File: src/rtl/lgge_pkg.sv
`timescale 1ns / 1ps
// Shared types and constants of the life grid generation engine.
// Depends on nothing; the interfaces, the row update, the core and the testbench import it.
package lgge_pkg;

    localparam int GRID_WIDTH_DEF  = 32;
    localparam int GRID_HEIGHT_DEF = 16;

    localparam int REQ_W       = 2;
    localparam int COL_W       = 5;
    localparam int ROW_W       = 4;
    localparam int COLS_W      = 6;
    localparam int ROWS_W      = 5;
    localparam int CFG_INDEX_W = 1;
    localparam int CFG_DATA_W  = 6;

    localparam logic [COLS_W-1:0] COLS_RESET = 6'd32;
    localparam logic [ROWS_W-1:0] ROWS_RESET = 5'd16;

    localparam logic [CFG_INDEX_W-1:0] CFG_COLS = 1'b0;
    localparam logic [CFG_INDEX_W-1:0] CFG_ROWS = 1'b1;

    typedef enum logic [REQ_W-1:0] {
        REQ_WRITE   = 2'd0,
        REQ_READ    = 2'd1,
        REQ_ADVANCE = 2'd2
    } req_type_t;

    typedef enum logic [3:0] {
        ST_IDLE,
        ST_CELL_RD,
        ST_CELL_MOD,
        ST_ADV_L0,
        ST_ADV_L1,
        ST_ADV_L2,
        ST_ADV_RD,
        ST_ADV_WR,
        ST_RESULT
    } state_t;

    typedef struct packed {
        logic [REQ_W-1:0] req_type;
        logic [COL_W-1:0] col;
        logic [ROW_W-1:0] row;
        logic             cell_in;
    } req_item_t;

    typedef struct packed {
        logic cell_out;
        logic step_done;
    } rsp_item_t;

endpackage

File: src/rtl/lgge_if.sv
`timescale 1ns / 1ps
// Valid/ready channel interfaces for the request and response items.
// Depends on lgge_pkg for the item types.
interface lgge_req_if;
    import lgge_pkg::*;

    logic      valid;
    logic      ready;
    req_item_t item;

    modport source (output valid, output item, input ready);
    modport sink   (input valid, input item, output ready);
endinterface

interface lgge_rsp_if;
    import lgge_pkg::*;

    logic      valid;
    logic      ready;
    rsp_item_t item;

    modport source (output valid, output item, input ready);
    modport sink   (input valid, input item, output ready);
endinterface

File: src/rtl/lgge_row_update.sv
`timescale 1ns / 1ps
// Computes a new row from three old rows by B3/S23; column 0 is kept.
// Depends on lgge_pkg for the default grid width.
module lgge_row_update #(
    parameter int GRID_WIDTH = lgge_pkg::GRID_WIDTH_DEF
) (
    input  logic [GRID_WIDTH-1:0]            prev_row,
    input  logic [GRID_WIDTH-1:0]            cur_row,
    input  logic [GRID_WIDTH-1:0]            next_row,
    input  logic [$clog2(GRID_WIDTH+1)-1:0]  active_cols,
    output logic [GRID_WIDTH-1:0]            new_row
);
    import lgge_pkg::*;

    logic [GRID_WIDTH-1:0] lane_mask;
    logic [GRID_WIDTH+1:0] p_pad;
    logic [GRID_WIDTH+1:0] c_pad;
    logic [GRID_WIDTH+1:0] n_pad;
    logic [3:0]            cnt;

    always_comb
    begin
        for (int x = 0; x < GRID_WIDTH; x++)
        begin
            lane_mask[x] = (x < int'(active_cols));
        end
        p_pad = {1'b0, prev_row & lane_mask, 1'b0};
        c_pad = {1'b0, cur_row & lane_mask, 1'b0};
        n_pad = {1'b0, next_row & lane_mask, 1'b0};
        cnt   = '0;
        new_row = cur_row;
        for (int x = 0; x < GRID_WIDTH; x++)
        begin
            cnt = 4'(p_pad[x]) + 4'(p_pad[x+1]) + 4'(p_pad[x+2])
                + 4'(c_pad[x]) + 4'(c_pad[x+2])
                + 4'(n_pad[x]) + 4'(n_pad[x+1]) + 4'(n_pad[x+2]);
            if (x >= 1 && lane_mask[x])
            begin
                new_row[x] = (cnt == 4'd3) || ((cnt == 4'd2) && c_pad[x+1]);
            end
        end
    end

endmodule

File: src/rtl/life_grid_generation_engine_core.sv
`timescale 1ns / 1ps
// Top level of the life grid generation engine: row memory and sequencer.
// Depends on lgge_pkg, lgge_if and lgge_row_update.
//
// Requests arrive as items on the req channel and each one produces exactly
// one item on the rsp channel. A write or read of a cell inside the active area
// goes through the cell read, cell modify and result states before its
// response item is valid. A cell request outside the area, an unused request
// type or an advance on an area narrower or shorter than two skips to result.
// An advance loads rows 0 and 1, then for each row from 1 to the last active
// one reads the row below and writes the whole updated row back through the
// row memory; the grid is kept one row per memory word, row 0 not rewritten.
// The block works on one item at a time; ready is high only while it is idle.
// The response sits in an output register, so a new item is accepted while a
// response still waits; if the receiver stalls, the next response waits in
// the sequencer until the output register frees up.
// Configuration writes take effect immediately and are expected only while
// the block is idle. At reset the grid reads as all dead through per-row
// valid bits, so no clearing pass is needed and the block is ready at once.
module life_grid_generation_engine_core #(
    parameter int GRID_WIDTH  = lgge_pkg::GRID_WIDTH_DEF,
    parameter int GRID_HEIGHT = lgge_pkg::GRID_HEIGHT_DEF
) (
    input  logic                             clk,
    input  logic                             rst_n,
    input  logic                             cfg_we,
    input  logic [lgge_pkg::CFG_INDEX_W-1:0] cfg_index,
    input  logic [lgge_pkg::CFG_DATA_W-1:0]  cfg_data,
    lgge_req_if.sink                         req,
    lgge_rsp_if.source                       rsp
);
    import lgge_pkg::*;

    localparam int ROW_AW = $clog2(GRID_HEIGHT);
    localparam int COL_AW = $clog2(GRID_WIDTH);
    localparam int ACW    = $clog2(GRID_WIDTH + 1);
    localparam int ARW    = $clog2(GRID_HEIGHT + 1);

    logic [GRID_WIDTH-1:0]  grid_mem [GRID_HEIGHT];
    logic [GRID_WIDTH-1:0]  rd_data_reg;
    logic                   rd_valid_reg;
    logic [GRID_HEIGHT-1:0] row_valid_reg;

    state_t                 state_reg, state_next;
    logic [COLS_W-1:0]      cols_reg;
    logic [ROWS_W-1:0]      rows_reg;
    req_item_t              item_reg, item_next;
    logic [ROW_AW-1:0]      y_reg, y_next;
    logic [GRID_WIDTH-1:0]  prev_reg, prev_next;
    logic [GRID_WIDTH-1:0]  cur_reg, cur_next;
    logic                   res_cell_reg, res_cell_next;
    logic                   res_done_reg, res_done_next;
    logic                   out_valid_reg, out_valid_next;
    rsp_item_t              out_item_reg, out_item_next;

    logic [ACW-1:0]         active_cols;
    logic [ARW-1:0]         active_rows;
    logic                   in_area_in;
    logic [15:0]            row_wide;
    logic [15:0]            col_wide;
    logic [ROW_AW-1:0]      cell_row_addr;
    logic [COL_AW-1:0]      cell_col_addr;
    logic [ROW_AW-1:0]      y_plus1;
    logic                   next_in_area;
    logic [GRID_WIDTH-1:0]  rd_row;
    logic [GRID_WIDTH-1:0]  next_row;
    logic [GRID_WIDTH-1:0]  new_row;
    logic [ROW_AW-1:0]      rd_addr;
    logic                   wr_en;
    logic [ROW_AW-1:0]      wr_addr;
    logic [GRID_WIDTH-1:0]  wr_data;

    assign active_cols = (16'(cols_reg) > 16'(GRID_WIDTH)) ? ACW'(GRID_WIDTH) : ACW'(cols_reg);
    assign active_rows = (16'(rows_reg) > 16'(GRID_HEIGHT)) ? ARW'(GRID_HEIGHT)
                                                             : ARW'(rows_reg);

    assign in_area_in = (16'(req.item.col) < 16'(active_cols))
                     && (16'(req.item.row) < 16'(active_rows));

    assign row_wide      = 16'(item_reg.row);
    assign col_wide      = 16'(item_reg.col);
    assign cell_row_addr = row_wide[ROW_AW-1:0];
    assign cell_col_addr = col_wide[COL_AW-1:0];

    assign y_plus1      = y_reg + ROW_AW'(1);
    assign next_in_area = (ARW'(y_reg) + ARW'(1)) < active_rows;
    assign rd_row       = rd_valid_reg ? rd_data_reg : '0;
    assign next_row     = next_in_area ? rd_row : '0;

    assign req.ready = (state_reg == ST_IDLE);
    assign rsp.valid = out_valid_reg;
    assign rsp.item  = out_item_reg;

    lgge_row_update #(
        .GRID_WIDTH (GRID_WIDTH)
    ) u_row_update (
        .prev_row    (prev_reg),
        .cur_row     (cur_reg),
        .next_row    (next_row),
        .active_cols (active_cols),
        .new_row     (new_row)
    );

    always_comb
    begin
        state_next     = state_reg;
        item_next      = item_reg;
        y_next         = y_reg;
        prev_next      = prev_reg;
        cur_next       = cur_reg;
        res_cell_next  = res_cell_reg;
        res_done_next  = res_done_reg;
        out_valid_next = out_valid_reg;
        out_item_next  = out_item_reg;
        rd_addr        = y_reg;
        wr_en          = 1'b0;
        wr_addr        = y_reg;
        wr_data        = new_row;

        if (rsp.ready)
        begin
            out_valid_next = 1'b0;
        end

        unique case (state_reg)
            ST_IDLE:
            begin
                if (req.valid)
                begin
                    item_next     = req.item;
                    res_cell_next = 1'b0;
                    res_done_next = 1'b0;
                    case (req.item.req_type) inside
                        REQ_WRITE, REQ_READ:
                        begin
                            state_next = in_area_in ? ST_CELL_RD : ST_RESULT;
                        end
                        REQ_ADVANCE:
                        begin
                            res_done_next = 1'b1;
                            if (active_cols >= ACW'(2) && active_rows >= ARW'(2))
                            begin
                                state_next = ST_ADV_L0;
                            end
                            else
                            begin
                                state_next = ST_RESULT;
                            end
                        end
                        default:
                        begin
                            state_next = ST_RESULT;
                        end
                    endcase
                end
            end
            ST_CELL_RD:
            begin
                rd_addr    = cell_row_addr;
                state_next = ST_CELL_MOD;
            end
            ST_CELL_MOD:
            begin
                if (item_reg.req_type == REQ_READ)
                begin
                    res_cell_next = rd_row[cell_col_addr];
                end
                else
                begin
                    wr_en                  = 1'b1;
                    wr_addr                = cell_row_addr;
                    wr_data                = rd_row;
                    wr_data[cell_col_addr] = item_reg.cell_in;
                end
                state_next = ST_RESULT;
            end
            ST_ADV_L0:
            begin
                rd_addr    = '0;
                state_next = ST_ADV_L1;
            end
            ST_ADV_L1:
            begin
                rd_addr    = ROW_AW'(1);
                prev_next  = rd_row;
                state_next = ST_ADV_L2;
            end
            ST_ADV_L2:
            begin
                cur_next   = rd_row;
                y_next     = ROW_AW'(1);
                state_next = ST_ADV_RD;
            end
            ST_ADV_RD:
            begin
                rd_addr    = next_in_area ? y_plus1 : y_reg;
                state_next = ST_ADV_WR;
            end
            ST_ADV_WR:
            begin
                wr_en     = 1'b1;
                wr_addr   = y_reg;
                wr_data   = new_row;
                prev_next = cur_reg;
                cur_next  = next_row;
                if (next_in_area)
                begin
                    y_next     = y_plus1;
                    state_next = ST_ADV_RD;
                end
                else
                begin
                    state_next = ST_RESULT;
                end
            end
            ST_RESULT:
            begin
                if (!out_valid_reg || rsp.ready)
                begin
                    out_valid_next          = 1'b1;
                    out_item_next.cell_out  = res_cell_reg;
                    out_item_next.step_done = res_done_reg;
                    state_next              = ST_IDLE;
                end
            end
            default:
            begin
                state_next = ST_IDLE;
            end
        endcase
    end

    always_ff @(posedge clk or negedge rst_n)
    begin
        if (!rst_n)
        begin
            state_reg     <= ST_IDLE;
            out_valid_reg <= 1'b0;
            cols_reg      <= COLS_RESET;
            rows_reg      <= ROWS_RESET;
            row_valid_reg <= '0;
            rd_valid_reg  <= 1'b0;
        end
        else
        begin
            state_reg     <= state_next;
            out_valid_reg <= out_valid_next;
            if (cfg_we)
            begin
                unique case (cfg_index)
                    CFG_COLS: cols_reg <= cfg_data[COLS_W-1:0];
                    CFG_ROWS: rows_reg <= cfg_data[ROWS_W-1:0];
                    default:  ;
                endcase
            end
            if (wr_en)
            begin
                row_valid_reg[wr_addr] <= 1'b1;
            end
            rd_valid_reg <= row_valid_reg[rd_addr];
        end
    end

    always_ff @(posedge clk)
    begin
        item_reg     <= item_next;
        y_reg        <= y_next;
        prev_reg     <= prev_next;
        cur_reg      <= cur_next;
        res_cell_reg <= res_cell_next;
        res_done_reg <= res_done_next;
        out_item_reg <= out_item_next;
    end

    always_ff @(posedge clk)
    begin
        if (wr_en)
        begin
            grid_mem[wr_addr] <= wr_data;
        end
        rd_data_reg <= grid_mem[rd_addr];
    end

endmodule

File: src/flat_wrapper.sv
// flat-port wrapper written by rule: the top's interface ports become plain ports
module life_grid_generation_engine_core_flat import lgge_pkg::*;
#(
    parameter int GRID_WIDTH  = lgge_pkg::GRID_WIDTH_DEF,
    parameter int GRID_HEIGHT = lgge_pkg::GRID_HEIGHT_DEF
)
  (clk, rst_n, cfg_we, cfg_index, cfg_data, req_valid, req_item, req_ready, rsp_valid, rsp_item, rsp_ready);
  lgge_req_if req_i ();
  lgge_rsp_if rsp_i ();
  input  logic clk;
  input  logic rst_n;
  input  logic cfg_we;
  input  logic [lgge_pkg::CFG_INDEX_W-1:0] cfg_index;
  input  logic [lgge_pkg::CFG_DATA_W-1:0] cfg_data;
  input wire logic [$bits(req_i.valid)-1:0] req_valid;
  input wire logic [$bits(req_i.item)-1:0] req_item;
  output wire logic [$bits(req_i.ready)-1:0] req_ready;
  output wire logic [$bits(rsp_i.valid)-1:0] rsp_valid;
  output wire logic [$bits(rsp_i.item)-1:0] rsp_item;
  input wire logic [$bits(rsp_i.ready)-1:0] rsp_ready;
  assign req_i.valid = req_valid;
  assign req_i.item = req_item;
  assign req_ready = req_i.ready;
  assign rsp_valid = rsp_i.valid;
  assign rsp_item = rsp_i.item;
  assign rsp_i.ready = rsp_ready;
  life_grid_generation_engine_core #(.GRID_WIDTH(GRID_WIDTH), .GRID_HEIGHT(GRID_HEIGHT)) u_core (.clk(clk), .rst_n(rst_n), .cfg_we(cfg_we), .cfg_index(cfg_index), .cfg_data(cfg_data), .req(req_i), .rsp(rsp_i));
endmodule
File: config.mk
export PLATFORM = sky130hd
export DESIGN_NAME = life_grid_generation_engine_core_flat
export DESIGN_NICKNAME = d
export VERILOG_FILES = /design/src/rtl/lgge_pkg.sv /design/src/rtl/lgge_if.sv /design/src/rtl/lgge_row_update.sv /design/src/rtl/life_grid_generation_engine_core.sv /design/src/flat_wrapper.sv
export SDC_FILE = /design/constraint.sdc
export NUM_CORES = 1
export LEC_CHECK = 0
export ABC_AREA = 1
export BUFFER_PORTS_ARGS = -buffer_cell sky130_fd_sc_hd__buf_2
export CORE_UTILIZATION = 50
export DETAILED_ROUTE_END_ITERATION = 8
export GPL_TIMING_DRIVEN = 1
export PLACE_DENSITY = 0.65
export SYNTH_ARGS = -nofsm -noshare
export SYNTH_HDL_FRONTEND = slang
export SYNTH_SLANG_ARGS = --single-unit
export TNS_END_PERCENT = 5
File: constraint.sdc
create_clock -name clk -period 7.69 [get_ports clk]
set_input_delay 1.538 -clock clk [delete_from_list [all_inputs] [get_ports clk]]
set_output_delay 1.538 -clock clk [all_outputs]
set_load 0.1 [all_outputs]
==> results.md <==
- Status: finished clean
- Top cell types by occurrence after synthesis: nand2_1 (784), edfxtp_1 (596), inv_1 (586)
- Area contributors post-synth: edfxtp_1 (51%), nand2_1 (8.4%), nand3_1 (7.8%)
- Maximum VDD drop: 0.000316 V
- Net count of the mapped netlist: 3806
- Antenna violations before repair: 1
- Die boundary height: 267 um
- Initial core utilization: 0.509
- DR WL/cell: 21.5 um
- Nature of the critical path endpoint: flip-flop
- Mean instance size in the synthesized netlist: 9.89 um^2
- Io pins: 28
- Number of buffers added for setup after CTS: 0
- Final Hold Violating Endpoints: 0
- Number of DRC markers after the initial detailed-route iteration: 2518
- Core region area: 0.0691 mm^2
- Number of synthesis warnings: 0
- Number of clock sinks seen by CTS: 661
- Clock transition time at the flip-flop clock pins of the worst setup and hold paths: 70 ps
- Fraction of power consumed by sequential logic: 0.354
- Share of final-layout standard cells stronger than drive strength 1: 0.0644
- Overflow after GRT: 0
- Data required, critical path: 7930 ps
- Async set-or-reset flop fraction in the synthesized netlist: 0.0499
- Normalized max-slew margin: 0.171
- Finished layout cell area: 0.0386 mm^2
- CTS tree: done
- CP max FO: 31
- Unique cell type count in the Yosys netlist: 50
- Total power divided by cell area: 386 mW/mm^2
- Post-synth EDFFs: 596
- GPL Wtd Cong: 0.952
- CTS Buffer Depth: 3
- Slew Viols, Final: 0
- Resized Gates After CTS: 0
- Instance count after placement with tap cells included: 4408
- Overall global routing resource usage: 0.279
- CP Data Arrival Time: 6360 ps
- Cell Rows: 96
- #FFs+latches synth: 661
- Root cell of the clock tree: clkbuf_16
- Total Wirelength: 97500 um
- Max reg flops: 512
- Count of TritonRoute iterations in the first routing pass: 7
- DPL Wire Length: 56200 um
- Sw Ratio: 0.403
- Number of routed nets with antenna violations: 0
- Max-capacitance violation count: 0
- Non-filler instance count after layout: 4536
- Placed cell areas: 0.0363 mm^2
- Setup Crit Path Kind: reg -> reg
- Switch Pwr: 6.00 mW
- Time the worst path needs with I/O delays and setup: 6110 ps
- Total number of vias: 25.1k
- Worst setup skew after layout: 43.4 ps
- Synth-to-layout area growth: 9.66%
- Share of the synthesized area in the top cell type: 0.509
- Final clock period utilization by the worst path: 0.795
- Internal Power: 8.89 mW
- Number of global-route vias before repair: 24.1k
- Die outline area: 0.0714 mm^2
- Clock latency on the worst-skew pair: 640 ps
- Final nets: 3797
- First-pass GRT wire length: 148000 um
- Timing-limited maximum frequency: 164 MHz
- Count of hold-fix buffers inserted at cts: 0
- Tightest Hold Check Type: reg -> reg
- Setup repair after global routing missed its margin: no
- Total of buffers placed on input and output ports: 27
- Syn Inst Count: 3557
- Clock buffer count from CTS: 69
- Power share of the combinational group: 0.420
- Final setup violation count: 0
- CP startpoint kind: flip-flop
- Cell type contributing the most total cell area after synthesis: edfxtp_1
- Reported leakage power: 16.7 nW
- Prevailing post-synth register cell: edfxtp_1
- Summed instance area of the synthesized netlist: 0.0352 mm^2
- # DRC: 0
- Die span in x: 267 um
- Layout fillers: 5948
- Seq/Total Area, Yosys: 0.551
- H-tree Lvls: 3
- Relative contribution of the clock network to total power: 0.226
- Register bank with the most flops: u_core.grid_mem
- Final total negative setup slack: 0 ps
- Most common cell in the netlist: nand2_1
- Maximum number of pins on one net before global-route repair: 163
- Drt via density: 5.53
- Slew @ Worst Pin: 1240 ps
power by group through the flow:
stage | combinational, mW | sequential (mW) | clock (mW)
finish | 6.25 | 5.28 | 3.36
global route | 6.99 | 5.29 | 3.54
CTS | 6.22 | 5.27 | 3.40
detailed placement | 6.19 | 5.34 | 0
global placement | 6.08 | 5.34 | 0
floorplan | 4.18 | 5.32 | 0
layout by cell type, fill, tap and decap left out, types with 5 or more instances in the layout:
cell type and instances:
o2111ai_1 6, ha_1 103, inv_2 8, o21ai_0 129, dfrtp_1 31, a211oi_1 11, a21oi_1 61, o22ai_1 5
clkbuf_8 7, buf_2 27, clkinv_2 7, nor2_1 135, edfxtp_1 596, dfxtp_1 32, fa_1 122, nor2_4 20
o211ai_1 6, clkinv_1 13, o21ai_1 6, a21o_1 8, nand4_1 19, bufinv_16 5, clkbuf_1 18, buf_4 51
inv_1 585, nor3_1 12, clkbuf_16 72, xnor2_1 10, o311ai_0 13, or2_2 6, o31ai_1 6, nand2_1 783
nand3_1 548, nand3b_1 98
stage by stage:
stage	setup slack (ps)	total power, mW	utilization	hold slack [ps]
finish	1580	14.9	0.558	421
global placement	1840	11.4	0.525	406
detailed placement	1700	11.5	0.525	408
floorplan	2280	9.50	-	400
CTS	1650	14.9	0.558	422
global route	1130	15.8	0.558	439
final cells by class:
| type | instances | area (um^2) | area share |
|---|---|---|---|
| Inverter | 595 | 2240 | 0.0580 |
| Sequential cell | 661 | 19400 | 0.502 |
| Antenna cell | 1 | 2.50 | 0.0000649 |
| Multi-Input combinational cell | 2140 | 12900 | 0.336 |
| Timing Repair Buffer | 81 | 578 | 0.0150 |
| Tap cell | 931 | 1160 | 0.0302 |
| Clock buffer | 97 | 1970 | 0.0510 |
| Clock inverter | 30 | 302 | 0.00782 |
final timing paths:
path                       slack, ps  cells after the start                start                      end
max                             1580                     20      u_core.y_reg[0]    u_core.grid_mem[2][4]
min                              420                      0  u_core.res_cell_reg       u_core.rsp.item[1]
max reg2reg                     1580                     20      u_core.y_reg[0]    u_core.grid_mem[2][4]
min reg2reg                      420                      0  u_core.res_cell_reg       u_core.rsp.item[1]
max in group asynchronous       6140                      1                rst_n       u_core.cols_reg[2]
min in group asynchronous       1010                      1                rst_n  u_core.row_valid_reg[3]
metal layers:
metal	track usage	vias to the layer above	share of wire
met2	0.445	970	0.46
met4	0.127	0	0.044
li1	-	11800	-
met3	0.0417	189	0.075
met5	0	-	0
met1	0.377	12100	0.42
critical path, stage by stage (launching register included):
cell      delay, ps
edfxtp_1        490
ha_1            270
xnor2_1         200
inv_1            70
ha_1            310
nand2_1          60
nand2_1          50
nand2_1         140
nand3_4         180
inv_2           630
nand3_1         330
fa_1            570
fa_1            510
inv_1            50
ha_1            200
fa_1            380
nor2_1          100
o21ai_0          90
nand2_1          60
nand2_1          50
o22ai_1         960
cell families (layout without fill, tap and decap cells):
family	Yosys count	count (layout)	share of synthesized area
adders and majority gates	225	225	0.106
buffers and inverters	756	803	0.0875
and+or+nand+nor	1628	1628	0.207
other	0	1	0
xor gates and xnor gates	11	11	0.00274
AOI/OAI and AO/OA	276	276	0.0460
DFF	661	661	0.551
No activity file was read; power rests on OpenSTA's default activity.
